===== src/hw/rtl/xed_pkg.sv =====
// ----------------------------------------------------------------------------
// xed_pkg
// Shared types, codes and lookup functions of the entity decoder.
// ----------------------------------------------------------------------------
`default_nettype none

package xed_pkg;

    localparam int unsigned QueueDepth = 4;
    localparam int unsigned NumNames   = 5;

    typedef enum logic [2:0] {
        ERR_NONE      = 3'd0,
        ERR_UNTERM    = 3'd1,
        ERR_UNSUP     = 3'd2,
        ERR_EMPTY     = 3'd3,
        ERR_MALFORMED = 3'd4,
        ERR_SURROGATE = 3'd5,
        ERR_TOO_LARGE = 3'd6
    } t_err;

    // one queue entry: everything the back end needs to emit a transaction run
    typedef struct packed {
        logic [3:0][7:0] bytes;     // bytes[0] goes out first
        logic [1:0]      last_idx;  // number of bytes minus one
        logic            text_end;
        t_err            err;
    } t_cmd;

    // character at position pos of named entity idx (amp, lt, gt, quot, apos)
    function automatic logic [7:0] name_char(input logic [2:0] idx, input logic [1:0] pos);
        logic [7:0] ch;
        ch = 8'h00;
        case (idx)
            3'd0: begin
                case (pos)
                    2'd0:    ch = 8'h61;
                    2'd1:    ch = 8'h6D;
                    2'd2:    ch = 8'h70;
                    default: ch = 8'h00;
                endcase
            end
            3'd1: begin
                case (pos)
                    2'd0:    ch = 8'h6C;
                    2'd1:    ch = 8'h74;
                    default: ch = 8'h00;
                endcase
            end
            3'd2: begin
                case (pos)
                    2'd0:    ch = 8'h67;
                    2'd1:    ch = 8'h74;
                    default: ch = 8'h00;
                endcase
            end
            3'd3: begin
                case (pos)
                    2'd0:    ch = 8'h71;
                    2'd1:    ch = 8'h75;
                    2'd2:    ch = 8'h6F;
                    default: ch = 8'h74;
                endcase
            end
            3'd4: begin
                case (pos)
                    2'd0:    ch = 8'h61;
                    2'd1:    ch = 8'h70;
                    2'd2:    ch = 8'h6F;
                    default: ch = 8'h73;
                endcase
            end
            default: ch = 8'h00;
        endcase
        return ch;
    endfunction

    function automatic logic [2:0] name_len(input logic [2:0] idx);
        logic [2:0] len;
        case (idx)
            3'd0:    len = 3'd3;
            3'd1:    len = 3'd2;
            3'd2:    len = 3'd2;
            3'd3:    len = 3'd4;
            3'd4:    len = 3'd4;
            default: len = 3'd0;
        endcase
        return len;
    endfunction

    function automatic logic [7:0] name_value(input logic [2:0] idx);
        logic [7:0] val;
        case (idx)
            3'd0:    val = 8'h26;
            3'd1:    val = 8'h3C;
            3'd2:    val = 8'h3E;
            3'd3:    val = 8'h22;
            3'd4:    val = 8'h27;
            default: val = 8'h00;
        endcase
        return val;
    endfunction

endpackage

`default_nettype wire


===== src/hw/rtl/xed_front.sv =====
// ----------------------------------------------------------------------------
// xed_front
// Input parser: tracks entity state per byte and queues one command for
// every input byte that produces output.
// ----------------------------------------------------------------------------
`default_nettype none

module xed_front (
    input  wire logic          i_clk,
    input  wire logic          i_rst_n,
    input  wire logic          i_s_tvalid,
    output logic               o_s_tready,
    input  wire logic [7:0]    i_s_tdata,
    input  wire logic          i_s_tlast,
    input  wire logic          i_q_full,
    output logic               o_q_push,
    output xed_pkg::t_cmd      o_q_cmd
);

    localparam logic [7:0] ChAmp  = 8'h26;
    localparam logic [7:0] ChSemi = 8'h3B;
    localparam logic [7:0] ChHash = 8'h23;

    logic        r_inside, n_inside;
    logic [2:0]  r_len,    n_len;
    logic [4:0]  r_cand,   n_cand;
    logic        r_hash,   n_hash;
    logic        r_hex,    n_hex;
    logic        r_digits, n_digits;
    logic        r_bad,    n_bad;
    logic [31:0] r_scalar, n_scalar;
    logic        r_ovf,    n_ovf;
    logic        r_drop,   n_drop;

    logic        accept;
    logic [7:0]  c;
    logic [4:0]  digit;
    logic [35:0] scaled;
    logic [35:0] sum;
    xed_pkg::t_err  fin_err;
    logic [3:0][7:0] fin_bytes;
    logic [1:0]  fin_last;
    logic        name_hit;
    logic [7:0]  name_byte;

    assign o_s_tready = !i_q_full;
    assign accept     = i_s_tvalid && o_s_tready;
    assign c          = i_s_tdata;

    // digit value for the current base, 16 marks a bad digit
    always_comb begin
        digit = 5'd16;
        if (c inside {[8'h30:8'h39]}) begin
            digit = {1'b0, c[3:0]};
        end else if (r_hex && (c inside {[8'h61:8'h66], [8'h41:8'h46]})) begin
            digit = 5'd9 + {2'b00, c[2:0]};
        end
    end

    assign scaled = r_hex ? {r_scalar, 4'b0000}
                          : ({1'b0, r_scalar, 3'b000} + {3'b000, r_scalar, 1'b0});
    assign sum    = scaled + {32'd0, digit[3:0]};

    // decode of the finished body at ';'
    always_comb begin
        fin_err   = xed_pkg::ERR_NONE;
        fin_bytes = '0;
        fin_last  = 2'd0;
        name_hit  = 1'b0;
        name_byte = 8'h00;
        for (int i = 0; i < xed_pkg::NumNames; i++) begin
            if (!name_hit && r_cand[i] && (r_len == xed_pkg::name_len(3'(i)))) begin
                name_hit  = 1'b1;
                name_byte = xed_pkg::name_value(3'(i));
            end
        end
        if (!r_hash) begin
            if (name_hit) begin
                fin_bytes[0] = name_byte;
            end else begin
                fin_err = xed_pkg::ERR_UNSUP;
            end
        end else if (r_len < 3'd2) begin
            fin_err = xed_pkg::ERR_UNSUP;
        end else if (r_bad) begin
            fin_err = xed_pkg::ERR_MALFORMED;
        end else if (!r_digits) begin
            fin_err = xed_pkg::ERR_EMPTY;
        end else if (r_ovf) begin
            fin_err = xed_pkg::ERR_MALFORMED;
        end else if (r_scalar <= 32'h7F) begin
            fin_bytes[0] = r_scalar[7:0];
        end else if (r_scalar <= 32'h7FF) begin
            fin_bytes[0] = 8'hC0 | {3'b000, r_scalar[10:6]};
            fin_bytes[1] = 8'h80 | {2'b00, r_scalar[5:0]};
            fin_last     = 2'd1;
        end else if (r_scalar >= 32'hD800 && r_scalar <= 32'hDFFF) begin
            fin_err = xed_pkg::ERR_SURROGATE;
        end else if (r_scalar <= 32'hFFFF) begin
            fin_bytes[0] = 8'hE0 | {4'b0000, r_scalar[15:12]};
            fin_bytes[1] = 8'h80 | {2'b00, r_scalar[11:6]};
            fin_bytes[2] = 8'h80 | {2'b00, r_scalar[5:0]};
            fin_last     = 2'd2;
        end else if (r_scalar <= 32'h10FFFF) begin
            fin_bytes[0] = 8'hF0 | {5'b00000, r_scalar[20:18]};
            fin_bytes[1] = 8'h80 | {2'b00, r_scalar[17:12]};
            fin_bytes[2] = 8'h80 | {2'b00, r_scalar[11:6]};
            fin_bytes[3] = 8'h80 | {2'b00, r_scalar[5:0]};
            fin_last     = 2'd3;
        end else begin
            fin_err = xed_pkg::ERR_TOO_LARGE;
        end
    end

    always_comb begin
        n_inside = r_inside;
        n_len    = r_len;
        n_cand   = r_cand;
        n_hash   = r_hash;
        n_hex    = r_hex;
        n_digits = r_digits;
        n_bad    = r_bad;
        n_scalar = r_scalar;
        n_ovf    = r_ovf;
        n_drop   = r_drop;
        o_q_push = 1'b0;
        o_q_cmd          = '0;
        o_q_cmd.text_end = i_s_tlast;
        o_q_cmd.err      = xed_pkg::ERR_NONE;

        if (accept) begin
            if (r_drop) begin
                if (i_s_tlast) begin
                    n_drop = 1'b0;
                end
            end else if (!r_inside) begin
                if (c != ChAmp) begin
                    o_q_push         = 1'b1;
                    o_q_cmd.bytes[0] = c;
                end else if (i_s_tlast) begin
                    o_q_push    = 1'b1;
                    o_q_cmd.err = xed_pkg::ERR_UNTERM;
                end else begin
                    n_inside = 1'b1;
                end
            end else if (c != ChSemi) begin
                for (int i = 0; i < xed_pkg::NumNames; i++) begin
                    if ((r_len >= xed_pkg::name_len(3'(i)))
                        || (xed_pkg::name_char(3'(i), r_len[1:0]) != c)) begin
                        n_cand[i] = 1'b0;
                    end
                end
                if (r_len == 3'd0) begin
                    if (c == ChHash) begin
                        n_hash = 1'b1;
                    end
                end else if (r_hash) begin
                    if (r_len == 3'd1 && (c == 8'h78 || c == 8'h58)) begin
                        n_hex = 1'b1;
                    end else if (digit[4]) begin
                        n_bad = 1'b1;
                    end else begin
                        n_scalar = sum[31:0];
                        n_digits = 1'b1;
                        if (sum[35:32] != 4'd0) begin
                            n_ovf = 1'b1;
                        end
                    end
                end
                if (r_len != 3'd7) begin
                    n_len = r_len + 3'd1;
                end
                if (i_s_tlast) begin
                    o_q_push    = 1'b1;
                    o_q_cmd.err = xed_pkg::ERR_UNTERM;
                    n_inside    = 1'b0;
                    n_len       = 3'd0;
                    n_cand      = 5'h1F;
                    n_hash      = 1'b0;
                    n_hex       = 1'b0;
                    n_digits    = 1'b0;
                    n_bad       = 1'b0;
                    n_scalar    = 32'd0;
                    n_ovf       = 1'b0;
                end
            end else begin
                o_q_push = 1'b1;
                n_inside = 1'b0;
                n_len    = 3'd0;
                n_cand   = 5'h1F;
                n_hash   = 1'b0;
                n_hex    = 1'b0;
                n_digits = 1'b0;
                n_bad    = 1'b0;
                n_scalar = 32'd0;
                n_ovf    = 1'b0;
                o_q_cmd.err = fin_err;
                if (fin_err != xed_pkg::ERR_NONE) begin
                    n_drop = !i_s_tlast;
                end else begin
                    o_q_cmd.bytes    = fin_bytes;
                    o_q_cmd.last_idx = fin_last;
                end
            end
        end
    end

    always_ff @(posedge i_clk) begin
        if (!i_rst_n) begin
            r_inside <= 1'b0;
            r_len    <= 3'd0;
            r_cand   <= 5'h1F;
            r_hash   <= 1'b0;
            r_hex    <= 1'b0;
            r_digits <= 1'b0;
            r_bad    <= 1'b0;
            r_scalar <= 32'd0;
            r_ovf    <= 1'b0;
            r_drop   <= 1'b0;
        end else begin
            r_inside <= n_inside;
            r_len    <= n_len;
            r_cand   <= n_cand;
            r_hash   <= n_hash;
            r_hex    <= n_hex;
            r_digits <= n_digits;
            r_bad    <= n_bad;
            r_scalar <= n_scalar;
            r_ovf    <= n_ovf;
            r_drop   <= n_drop;
        end
    end

endmodule

`default_nettype wire


===== src/hw/rtl/xed_queue.sv =====
// ----------------------------------------------------------------------------
// xed_queue
// Short command queue between the parser and the byte emitter.
// ----------------------------------------------------------------------------
`default_nettype none

module xed_queue (
    input  wire logic          i_clk,
    input  wire logic          i_rst_n,
    input  wire logic          i_push,
    input  wire xed_pkg::t_cmd i_push_cmd,
    output logic               o_full,
    input  wire logic          i_pop,
    output xed_pkg::t_cmd      o_head,
    output logic               o_empty
);

    localparam int unsigned PtrW = $clog2(xed_pkg::QueueDepth);
    localparam int unsigned CntW = $clog2(xed_pkg::QueueDepth + 1);

    xed_pkg::t_cmd   r_mem [xed_pkg::QueueDepth];
    logic [PtrW-1:0] r_wptr, n_wptr;
    logic [PtrW-1:0] r_rptr, n_rptr;
    logic [CntW-1:0] r_count, n_count;
    logic            do_push;
    logic            do_pop;

    assign o_full  = (r_count == CntW'(xed_pkg::QueueDepth));
    assign o_empty = (r_count == '0);
    assign o_head  = r_mem[r_rptr];
    assign do_push = i_push && !o_full;
    assign do_pop  = i_pop && !o_empty;

    always_comb begin
        n_wptr  = do_push ? r_wptr + PtrW'(1) : r_wptr;
        n_rptr  = do_pop ? r_rptr + PtrW'(1) : r_rptr;
        n_count = r_count;
        if (do_push && !do_pop) begin
            n_count = r_count + CntW'(1);
        end else if (do_pop && !do_push) begin
            n_count = r_count - CntW'(1);
        end
    end

    always_ff @(posedge i_clk) begin
        if (do_push) begin
            r_mem[r_wptr] <= i_push_cmd;
        end
    end

    always_ff @(posedge i_clk) begin
        if (!i_rst_n) begin
            r_wptr  <= '0;
            r_rptr  <= '0;
            r_count <= '0;
        end else begin
            r_wptr  <= n_wptr;
            r_rptr  <= n_rptr;
            r_count <= n_count;
        end
    end

endmodule

`default_nettype wire


===== src/hw/rtl/xed_back.sv =====
// ----------------------------------------------------------------------------
// xed_back
// Byte emitter: walks each queued command and drives the output register.
// ----------------------------------------------------------------------------
`default_nettype none

module xed_back (
    input  wire logic          i_clk,
    input  wire logic          i_rst_n,
    input  wire xed_pkg::t_cmd i_head,
    input  wire logic          i_empty,
    output logic               o_pop,
    output logic               o_m_tvalid,
    input  wire logic          i_m_tready,
    output logic [7:0]         o_m_tdata,
    output logic               o_m_tlast,
    output logic [3:0]         o_m_tuser
);

    logic       r_valid, n_valid;
    logic [1:0] r_idx,   n_idx;
    logic [7:0] r_byte;
    logic       r_last;
    logic       r_done;
    logic [2:0] r_err;
    logic       load;
    logic       is_last;
    logic       is_err;

    assign load    = !i_empty && (!r_valid || i_m_tready);
    assign is_last = (r_idx == i_head.last_idx);
    assign is_err  = (i_head.err != xed_pkg::ERR_NONE);
    assign o_pop   = load && is_last;

    always_comb begin
        n_valid = r_valid;
        n_idx   = r_idx;
        if (load) begin
            n_valid = 1'b1;
            n_idx   = is_last ? 2'd0 : r_idx + 2'd1;
        end else if (i_m_tready) begin
            n_valid = 1'b0;
        end
    end

    always_ff @(posedge i_clk) begin
        if (!i_rst_n) begin
            r_valid <= 1'b0;
            r_idx   <= 2'd0;
        end else begin
            r_valid <= n_valid;
            r_idx   <= n_idx;
        end
    end

    // payload register, no reset needed
    always_ff @(posedge i_clk) begin
        if (load) begin
            r_byte <= i_head.bytes[r_idx];
            r_last <= is_last;
            r_done <= is_err || (is_last && i_head.text_end);
            r_err  <= 3'(i_head.err);
        end
    end

    assign o_m_tvalid = r_valid;
    assign o_m_tdata  = r_byte;
    assign o_m_tlast  = r_last;
    assign o_m_tuser  = {r_err, r_done};

endmodule

`default_nettype wire


===== src/hw/rtl/xml_entity_decoder_utf8_core.sv =====
// ----------------------------------------------------------------------------
// xml_entity_decoder_utf8_core
// XML character-data entity decoder with UTF-8 output.
//
// Input stream: one text byte per transaction, tlast on the final byte of a
// text. Output stream: one decoded byte per transaction; tlast marks the last
// byte produced by one input byte, tuser carries text_done and an error code.
// Plain bytes take one output transaction; a closing ';' yields one to four
// UTF-8 bytes, emitted one per cycle from the queued command while m_tready
// is high. Each command passes the queue, then its bytes the output register.
// Throughput is one input byte per cycle while output is taken every cycle;
// multi-byte entities hold the emitter while it sends each byte, and the
// 4-entry command queue absorbs that before the input sees backpressure.
// A stalled receiver holds the output register, the queue fills, and then
// s_tready drops until space frees up.
// Reset clears entity state, the drop flag, the queue and the output valid.
// ----------------------------------------------------------------------------
`default_nettype none

module xml_entity_decoder_utf8_core (
    input  wire logic       i_clk,
    input  wire logic       i_rst_n,
    input  wire logic       i_s_tvalid,
    output logic            o_s_tready,
    input  wire logic [7:0] i_s_tdata,   // [7:0] text_byte
    input  wire logic       i_s_tlast,   // text_end
    output logic            o_m_tvalid,
    input  wire logic       i_m_tready,
    output logic [7:0]      o_m_tdata,   // [7:0] out_byte
    output logic            o_m_tlast,   // run_last
    output logic [3:0]      o_m_tuser    // [0] text_done, [3:1] err_code
);

    logic          q_push;
    logic          q_full;
    logic          q_pop;
    logic          q_empty;
    xed_pkg::t_cmd q_push_cmd;
    xed_pkg::t_cmd q_head;

    xed_front u_front (
        .i_clk      (i_clk),
        .i_rst_n    (i_rst_n),
        .i_s_tvalid (i_s_tvalid),
        .o_s_tready (o_s_tready),
        .i_s_tdata  (i_s_tdata),
        .i_s_tlast  (i_s_tlast),
        .i_q_full   (q_full),
        .o_q_push   (q_push),
        .o_q_cmd    (q_push_cmd)
    );

    xed_queue u_queue (
        .i_clk      (i_clk),
        .i_rst_n    (i_rst_n),
        .i_push     (q_push),
        .i_push_cmd (q_push_cmd),
        .o_full     (q_full),
        .i_pop      (q_pop),
        .o_head     (q_head),
        .o_empty    (q_empty)
    );

    xed_back u_back (
        .i_clk      (i_clk),
        .i_rst_n    (i_rst_n),
        .i_head     (q_head),
        .i_empty    (q_empty),
        .o_pop      (q_pop),
        .o_m_tvalid (o_m_tvalid),
        .i_m_tready (i_m_tready),
        .o_m_tdata  (o_m_tdata),
        .o_m_tlast  (o_m_tlast),
        .o_m_tuser  (o_m_tuser)
    );

endmodule

`default_nettype wire

===== config.mk =====
export PLATFORM = sky130hd
export DESIGN_NAME = xml_entity_decoder_utf8_core
export DESIGN_NICKNAME = d
export VERILOG_FILES = /design/src/hw/rtl/xed_pkg.sv /design/src/hw/rtl/xed_front.sv /design/src/hw/rtl/xed_queue.sv /design/src/hw/rtl/xed_back.sv /design/src/hw/rtl/xml_entity_decoder_utf8_core.sv
export SDC_FILE = /design/constraint.sdc
export NUM_CORES = 1
export LEC_CHECK = 0
export BUFFER_PORTS_ARGS = -buffer_cell sky130_fd_sc_hd__buf_2
export CELL_PAD_IN_SITES_DETAIL_PLACEMENT = 0
export CELL_PAD_IN_SITES_GLOBAL_PLACEMENT = 1
export CORE_MARGIN = 2
export CORE_UTILIZATION = 46
export DETAILED_ROUTE_END_ITERATION = 6
export PLACE_DENSITY = 0.73
export SYNTH_ARGS = -nofsm -noshare
export SYNTH_HDL_FRONTEND = slang
export SYNTH_HIERARCHICAL = 1
export SYNTH_SLANG_ARGS = --single-unit
export TNS_END_PERCENT = 100

===== constraint.sdc =====
create_clock -name i_clk -period 4.3 [get_ports i_clk]
set_clock_uncertainty 0.15 [all_clocks]
set_input_delay 0.645 -clock i_clk [delete_from_list [all_inputs] [get_ports i_clk]]
set_output_delay 0.645 -clock i_clk [all_outputs]
set_load 0.01 [all_outputs]

# [Word-level counts from Yosys, hierarchy flattened]
# Memories as Yosys holds them, arrays and structs flattened. A register that Yosys moved wholly into a read port is not among the register bits.
# Cells that the tools add are included.
[totals] register_bits=70 mem_bits_rw=152 in_bits=13 out_inout_bits=15 wordCells=332 memories=1
[mem_list] memory="u_queue.r_mem" words=4 width=38 rd=1 rd_clocked_by_memory_dff=1 wr=1 line="xed_queue.sv:21" text="xed_pkg::t_cmd r_mem [xed_pkg::QueueDepth];"
[classes] add_sub_neg=9 n_lt_le_gt_ge=17 eq_ne=34 mux=185 bitwise_logic=1 reduce_logical=62
[ops] operator="$mux W32" n=28
[ops] operator="$mux W8" n=31
[ops] operator="$mux W34" n=4
[ops] operator="$mux W24" n=4
[ops] operator="$mux W3" n=32
[ops] operator="$le A32 B16 Y1 const B" n=2
[ops] operator="$mux W1" n=57
[ops] operator="$ne A3 B3 Y1 const B" n=14
[ops] operator="$ne A8 B8 Y1" n=5
[ops] operator="$add A35 B33 Y36" n=1
[ops] operator="$add A36 B4 Y36" n=1
[ops] operator="$mux W36" n=1
[ops] operator="$ge A32 B16 Y1 const B" n=1
[ops] operator="$le A32 B11 Y1 const B" n=1
[ops] operator="$le A32 B21 Y1 const B" n=1
[ops] operator="$le A32 B7 Y1 const B" n=1
[ops] operator="$mux W16" n=2
[ops] operator="$mux W2" n=15
[ops] operator="$pmux W5 S3" n=2
[ops] operator="$pmux W7 S2" n=2
[ops] operator="$reduce_and A4 Y1" n=6
[ops] operator="$logic_and A1 B1 Y1" n=23
[ops] operator="$pmux W7 S3" n=1
[ops] operator="$mux W5" n=4
[ops] operator="36 further kinds" n=69

# [Logic depth before layout (Yosys ltp)]
# Gate-level depths: netlist of the first run.
[depth] depth_word=32 mapped_depth=19 depth_no_buf=18

# [By module]
# The synthesis of the first run kept the hierarchy.
[by_module_without_submodules] module="xed_front" n_inst=1 cells_each=872 area_per_inst_um2=6229.7 seq_area_each_um2=940.9
[by_module_without_submodules] module="xed_queue" n_inst=1 cells_each=246 area_per_inst_um2=5980.7 seq_area_each_um2=4744.6
[by_module_without_submodules] module="xed_back" n_inst=1 cells_each=48 area_per_inst_um2=793.3 seq_area_each_um2=450.4

# [Worst setup path before layout of the first run]
# No wires, ideal clock.
[synth_path] path_kind="flip-flop to flip-flop" startpoint="reg u_front.r_hex" endpoint="reg u_front.r_ovf" setup_time_ps=141 t_arrival_ps=4330 required_ps=4009 path_slack_ps=-321 path_stages_with_launch=19 n_path_buf=5 period_less_slack_ps=4621 cell_sequence="dfxtp_1 buf_1 clkbuf_1 buf_1 clkbuf_1 buf_1 nor2b_1 ha_1 a21o_1 a21oi_1 nor2_1 and2_1 nand3_1 nand4b_4 nor4_4 nand4_2 or4_1 a2111oi_2 a211oi_1"
[synth_via] elab_chain_cells=7 elab_cells_between_ends=9 cone_classes="add/sub: 1; eq/ne: 2; mux: 3; reduce/logical: 3"
[synth_rtl] element="start: declaration" line="xed_front.sv:28" text="logic r_hex, n_hex;"
[synth_rtl] element="start signal: assignment" line="xed_front.sv:225" text="r_hex <= n_hex;"
[synth_rtl] element="$logic_and A1 B1 Y1" line="xed_front.sv:55" text="end else if (r_hex && (c inside {[8'h61:8'h66], [8'h41:8'h46]})) begin"
[synth_rtl] element="$mux W5" line="xed_front.sv:55"
[synth_rtl] element="$mux W5" line="xed_front.sv:53" text="if (c inside {[8'h30:8'h39]}) begin"
[synth_rtl] element="$add A36 B4 Y36" line="xed_front.sv:62" text="assign sum = scaled + {32'd0, digit[3:0]};"
[synth_rtl] element="$reduce_bool A4 Y1" line="xed_front.sv:165" text="if (sum[35:32] != 4'd0) begin"
[synth_rtl] element="$ne A3 B3 Y1 (no source line)"
[synth_rtl] element="$reduce_and A8 Y1 (no source line) *"
[synth_rtl] element="end signal: assignment" line="xed_front.sv:229" text="r_ovf <= n_ovf;"
[synth_rtl] element="end: declaration" line="xed_front.sv:32" text="logic r_ovf, n_ovf;"
# Every way passes the cells marked *; elsewhere a longest branch is shown, timed or not.
# A chain may end at the register's enable or synchronous reset.

# [Worst setup path after layout of the first run]
[layout_path] startpoint="reg u_front.r_scalar[4]" endpoint="reg u_front.r_ovf"
[layout_via] elab_chain_cells=6
[layout_rtl] element="start: declaration" line="xed_front.sv:31" text="logic [31:0] r_scalar, n_scalar;"
[layout_rtl] element="start signal: assignment" line="xed_front.sv:228" text="r_scalar <= n_scalar;"
[layout_rtl] element="$add A35 B33 Y36" line="xed_front.sv:61" text=": ({1'b0, r_scalar, 3'b000} + {3'b000, r_scalar, 1'b0});"
[layout_rtl] element="$mux W36 *" line="xed_front.sv:60" text="assign scaled = r_hex ? {r_scalar, 4'b0000}"
[layout_rtl] element="$add A36 B4 Y36 *" line="xed_front.sv:62"
[layout_rtl] element="$reduce_bool A4 Y1 *" line="xed_front.sv:165"
[layout_rtl] element="$ne A3 B3 Y1 (no source line) *"
[layout_rtl] element="$reduce_and A8 Y1 (no source line) *"
# Marked as above.

==> impl_metrics.json, run 1 <==
{
  "clk_path_buf_depth": 3,
  "ant_nets": 0,
  "grt_usage_pct": 23.2,
  "fin_total_pwr_w": 0.00618,
  "synth_ff_type": "edfxtp_1",
  "numPortBuffers": 27,
  "grt_pass1_wl_um": 53400,
  "fin_crit_sh_pct": 96.1,
  "cts_buffers": 25,
  "whs_ns": 0.304,
  "cp_common_cell": "buf_4",
  "gp_congestion": 0.899,
  "slew_viol_final": 0,
  "root_buffer": "clkbuf_16",
  "viasPerCell": 5.82,
  "worstMarginPinSlew_ns": 1.14,
  "p_switching_w": 0.00158,
  "synth-seq-cells": 224,
  "syn_area_mm2": 0.0130,
  "io_pins": 28,
  "clkSinkCount": 224,
  "drc": 0,
  "synth.top_cell.area_share_pct": 38.1,
  "critPathRequiredTime_ns": 4.50,
  "crit_arrival_ns": 4.33,
  "place_ws_ns": -0.213,
  "intPower_w": 0.00460,
  "outcome": "finished, final reports clean",
  "fin_crit_ns": 4.13,
  "fmax_ghz": 0.242,
  "cts_tree": "built",
  "finalSetupViolCount": 0,
  "worst-setup-path-type": "reg2reg",
  "clk_pin_slew_ns": 0.06,
  "grt_pass1_vias": 9613,
  "synth_cell_types": 96,
  "antenna_found_initial": 0,
  "antenna_cells": 0,
  "overflow": 0,
  "yosys_warnings": 6,
  "powerDensity_mw_per_mm2": 410,
  "drv_cap": 0,
  "combPwrFrac_pct": 19.3,
  "critPathMaxFanout": 5,
  "synth_top_area_cell": "edfxtp_1",
  "start_kind": "flip-flop",
  "die_y_um": 172,
  "wl_um": 33500,
  "yosysMostFrequentCell": "edfxtp_1",
  "hold_viol_final": 0,
  "path_cells": "ha_4, o211ai_1, buf_4, buf_4, o21ai_2, buf_4, a22oi_1, a211o_1, o21ai_0, xnor2_1, a32o_1, nand3_1, nor4_2, mux2_2, a2111oi_2, a211oi_1",
  "clock_power_share_pct": 35.3,
  "hold_path_class": "in2reg",
  "max_stage_delay_ns": 0.39,
  "num_vias": 9622,
  "die_x_um": 172,
  "drive_above_1_share_pct": 20.7,
  "crit_path_end_kind": "flip-flop",
  "dieArea_mm2": 0.0296,
  "relSlewSlack_pct": 23.6,
  "synth_commonest_cells": "edfxtp_1, nand2_1, nor2_1, a21oi_1, dfxtp_1",
  "clk_latency_ns": 0.51,
  "final_util_pct": 54.2,
  "yosys-top-cells-area": "edfxtp_1, dfxtp_1, mux4_2",
  "worst_slack_ns": 0.169,
  "cp_slowest_cell": "dfxtp_1",
  "core-area_mm2": 0.0278,
  "rows": 61,
  "num-fill-cells": 2438,
  "drtIter0Drc": 735,
  "seqPwrFrac_pct": 45.5,
  "synth_cells": 1166,
  "dp_hpwl_um": 24400,
  "yosysSeqAreaShare_pct": 47.2,
  "p_leak_nw": 5.39,
  "peakVddDrop_mv": 0.243,
  "area_growth_pct": 15.9,
  "h-tree-depth": 1,
  "drt_first_pass_iters": 5,
  "setup_tns_ns": 0,
  "synth_edf_count": 165,
  "nNetsFinal": 1324,
  "grt_max_degree": 39,
  "p_sw_share_pct": 25.6,
  "initial_core_util_pct": 46.8,
  "syn_avg_cell_area_um2": 11.2,
  "wire_per_inst_um": 20.3,
  "synth-async-reset-ratio_pct": 0
}
power by group through the flow:
stage / clock network, W / registers (W) / logic, W
3_3_place_gp: 0 / 0.00284 / 0.00120
4_1_cts: 0.00221 / 0.00281 / 0.00122
5_1_grt: 0.00232 / 0.00284 / 0.00131
6_report: 0.00218 / 0.00281 / 0.00119
3_5_place_dp: 0 / 0.00286 / 0.00121
2_1_floorplan: 0 / 0.00286 / 0.000861
area by class of cell:
type / instances / area, µm² / area share, %
Multi-Input combinational cell: 849 / 6570 / 43.6
Sequential cell: 224 / 6140 / 40.7
Timing Repair Buffer: 124 / 913 / 6.06
Clock buffer: 36 / 727 / 4.82
Tap cell: 378 / 473 / 3.14
Clock inverter: 9 / 124 / 0.822
Inverter: 32 / 120 / 0.797
layout by cell type (no fill, tap or decap), drive strengths merged, types with 5 or more instances in the layout:
cell,count
a2111oi,6
a211oi,13
a21o,13
a21oi,60
a221oi,9
a22o,9
a22oi,31
a31oi,8
a32oi,7
and2,23
and3,9
buf,124
clkbuf,36
clkinv,5
dfxtp,59
edfxtp,165
ha,52
inv,33
mux2,5
mux2i,11
mux4,46
nand2,97
nand3,36
nand4,13
nor2,85
nor2b,42
nor3,28
nor3b,5
nor4,13
o211ai,9
o21a,9
o21ai,62
o22ai,6
or3,7
or4,6
xnor2,36
xor2,25
metrics by stage:
stage	area, µm²	std cells
after floorplan	13000	1168
after global placement	14100	1602
after detailed placement	14100	1602
after CTS	14900	1647
after global routing	15100	1652
final	15100	1652
final timing paths:
check                           depth (start not counted)                              to                             start  slack, ns
worst min register to register                          2  u_front/r_cand[1]$_SDFFE_PN1P_    u_front/r_cand[1]$_SDFFE_PN1P_       0.31
worst max-delay path                                   16      u_front/r_ovf$_SDFFE_PN0P_  u_front/r_scalar[4]$_SDFFE_PN0P_       0.17
worst min-delay path                                    3     u_front/r_drop$_SDFFE_PN0P_                        i_s_tvalid       0.30
worst max register to register                         16      u_front/r_ovf$_SDFFE_PN0P_  u_front/r_scalar[4]$_SDFFE_PN0P_       0.17
critical path: cells and delay by family, from the launching register on:
family                   cells  cell delay (ns)
multiplexers                 1             0.38
buffers and inverters        3             0.43
AO/OA/AOI/OAI                8             1.61
XOR/XNOR                     1             0.21
flip-flops                   1             0.39
AND/OR/NAND/NOR              2             0.46
adder cells (fa/ha/maj)      1             0.34
sequential cells by signal, summed over array words and instances (netlist names), 2 cells and up, named ones only:
register	count
u_front/r_cand	5
u_back/r_err	3
u_queue/r_rptr	2
u_back/r_idx	2
u_queue/r_wptr	2
u_front/r_scalar	32
u_queue/r_count	3
u_queue/r_mem	152
u_back/o_m_tdata	8
u_front/r_len	3
logic make-up (layout without fill, tap and decap cells):
| logic type | count (synthesis) | in the layout | synth area share, % |
|---|---|---|---|
| other cells | 1 | 3 | 0.0288 |
| xor+xnor | 61 | 61 | 4.11 |
| buf+inv | 95 | 201 | 3.41 |
| compound gates | 284 | 284 | 15.2 |
| mux | 62 | 62 | 9.28 |
| simple gates | 384 | 384 | 15.4 |
| flops | 224 | 224 | 47.2 |
| fa+ha+maj | 55 | 55 | 5.47 |
metal layers:
layer | vias to the layer above | GRT usage (%) | wire (µm)
li1 | 4630 | - | -
met1 | 4736 | 30.4 | 14600
met2 | 215 | 41.5 | 16900
met3 | 41 | 2.66 | 1460
met4 | 0 | 4.93 | 514
met5 | - | 0 | 0
repair_timing:
item,in CTS,in global routing
resized for setup,0,22
setup buffers,0,5
setup endpoints to repair,0,2
hold buffers,0,0
Note: power is estimated with default switching activity, not from simulation.
==> run 2, diff against run 1 <==
clock period = 3.45 ns   (was 4.3 ns; I/O delays follow)
==> run 2 against run 1 <==
  * The run now ends with negative setup slack left
  * Sequential cell count did not move
  * Fmax rose by 4.3%
  * Sequential share of layout area fell by 3.6 points
  * Non-clock buffer count rose by 146
  * Clock power rose by 17%
  * Combinational power rose by 33%
  * First-iteration DRC count fell by 2.0%
  * Worst setup slack got worse by 0.68 ns
  * Largest cell class unchanged
==> impl_metrics.json, run 2 (synthesis results as in run 1) <==
{
  "start_kind": "flip-flop",
  "grt_pass1_vias": 10322,
  "io_pins": 28,
  "worst-setup-path-type": "reg2reg",
  "outcome": "finished, violations left",
  "drtIter0Drc": 720,
  "hold-path-cell-count": 3,
  "cts_buffers": 25,
  "hold_viol_final": 0,
  "cts_tree": "built",
  "drc": 0,
  "slew_viol_final": 0,
  "critPathRequiredTime_ns": 3.67,
  "relSlewSlack_pct": 51.8,
  "combPwrFrac_pct": 20.7,
  "initial_core_util_pct": 46.8,
  "finalSetupViolCount": 14,
  "place_area_mm2": 0.0151,
  "mostFrequentLayoutCell": "buf_4",
  "violations": "negative setup slack",
  "cp.depth": 15,
  "grt_usage_pct": 24.2,
  "clk_path_buf_depth": 3,
  "fin_area_mm2": 0.0166,
  "overflow": 0,
  "reg2reg_depth": 15,
  "cp-endpoint": "u_front/r_ovf$_SDFFE_PN0P_",
  "dieArea_mm2": 0.0296,
  "seqPwrFrac_pct": 45.8,
  "wire_per_inst_um": 19.6,
  "peakVddDrop_mv": 0.272,
  "clk_pin_slew_ns": 0.06,
  "hold_path_class": "in2reg",
  "cp_top_family": "compound AO/OA/AOI/OAI gates",
  "clk_latency_ns": 0.51,
  "largest_reg_flops": 152,
  "num_vias": 10235,
  "worst_slack_ns": -0.510,
  "r2r-end": "u_front/r_ovf$_SDFFE_PN0P_",
  "reg2reg_from": "u_front/r_scalar[2]$_SDFFE_PN0P_",
  "antenna_cells": 0,
  "p_sw_share_pct": 26.4,
  "clkSinkCount": 224,
  "intPower_w": 0.00560,
  "fmax_ghz": 0.253,
  "final_util_pct": 59.6,
  "critPathLaunch": "u_front/r_scalar[2]$_SDFFE_PN0P_",
  "grt_setup_unrepaired": "yes",
  "root_buffer": "clkbuf_16",
  "setup_tns_ns": -1.71,
  "p_switching_w": 0.00201,
  "ant_nets": 0,
  "drv_cap": 0,
  "layout_common_cells": "buf_4, edfxtp_1, nand2_1",
  "crit_path_end_kind": "flip-flop",
  "grt_pass1_wl_um": 55800,
  "fin_crit_ns": 3.96,
  "max_stage_delay_ns": 0.45,
  "die_x_um": 172,
  "ff2ff_setup_slack_ns": -0.51,
  "worstMarginPinSlew_ns": 0.723,
  "rows": 61,
  "viasPerCell": 5.69,
  "drt_first_pass_iters": 5,
  "drive_above_1_share_pct": 33.1,
  "gp_congestion": 0.869,
  "fin_total_pwr_w": 0.00761,
  "grt_max_degree": 39,
  "powerDensity_mw_per_mm2": 460,
  "cp_slowest_cell": "or4_4",
  "p_leak_nw": 6.18,
  "crit_arrival_ns": 4.18,
  "area_growth_pct": 27.4,
  "critPathMaxFanout": 4,
  "die_y_um": 172,
  "min-delay-start": "i_s_tvalid",
  "clock_power_share_pct": 33.5,
  "path_buf_inv": 2,
  "cp_common_cell": "buf_6",
  "wl_um": 35200,
  "numPortBuffers": 27,
  "dp_hpwl_um": 25100,
  "h-tree-depth": 1,
  "nNetsFinal": 1470,
  "path_cells": "ha_4, fa_2, a211oi_4, o21a_2, buf_6, o31a_1, xnor2_1, nand2_1, a221o_1, buf_6, nor4_4, nand4_2, or4_4, a2111oi_4, a211oi_2",
  "fin_crit_sh_pct": 115,
  "largest-register": "u_queue/r_mem",
  "core-area_mm2": 0.0278,
  "antenna_found_initial": 0
}
run 2: what timing repair did:
item,in CTS,in global routing
setup buffers,15,12
gates resized for setup,45,68
setup endpoints to repair,18,98
pin swaps,19,44
hold buffers,0,0
run 2: area by class of cell:
| cell class | count | area (µm²) |
|---|---|---|
| Clock buffer | 35 | 713 |
| Clock inverter | 10 | 82.6 |
| Fill cell | 2365 | 11200 |
| Inverter | 32 | 138 |
| Multi-Input combinational cell | 849 | 6950 |
| Sequential cell | 224 | 6150 |
| Tap cell | 378 | 473 |
| Timing Repair Buffer | 270 | 2060 |
run 2: through the flow:
step | worst slack, ns | hold slack [ns] | instances
floorplan | -0.473 | 0.277 | 1168
detailed placement | -0.682 | 0.312 | 1737
finish | -0.510 | 0.181 | 1798
global route | -0.638 | 0.177 | 1798
global placement | -0.632 | 0.300 | 1737
CTS | -0.464 | 0.165 | 1797
run 2: tightest hold or removal path, delay by kind of cell:
family                 cells  cell delay (ns)
AOI/OAI and AO/OA          1             0.12
and+or+nand+nor            1             0.06
buffers and inverters      1             0.09
run 2: worst min-delay path by stage:
stage / endpoint / slack, ns
global placement: u_front/r_cand[1]$_SDFFE_PN1P_ / 0.30
finish: u_front/r_drop$_SDFFE_PN0P_ / 0.18
detailed placement: u_front/r_cand[1]$_SDFFE_PN1P_ / 0.31
floorplan: u_front/r_cand[1]$_SDFFE_PN1P_ / 0.28
CTS: u_front/r_drop$_SDFFE_PN0P_ / 0.16
global route: u_front/r_drop$_SDFFE_PN0P_ / 0.18
run 2: per-layer routing:
| metal | track usage (%) | part of all wire [%] | wire, µm | vias up |
|---|---|---|---|---|
| met5 | 0 | 0 | 0 | - |
| met4 | 5.19 | 1.4 | 485 | 0 |
| met3 | 3.14 | 3.7 | 1300 | 40 |
| met2 | 44.2 | 52 | 18200 | 205 |
| met1 | 30.8 | 43 | 15200 | 5064 |
| li1 | - | - | - | 4926 |
run 2: power groups by stage:
stage / logic (W) / clock network, W / registers (W)
final: 0.00158 / 0.00255 / 0.00349
after global routing: 0.00174 / 0.00271 / 0.00352
after CTS: 0.00161 / 0.00260 / 0.00349
after detailed placement: 0.00158 / 0 / 0.00354
after global placement: 0.00156 / 0 / 0.00352
after floorplan: 0.00108 / 0 / 0.00356
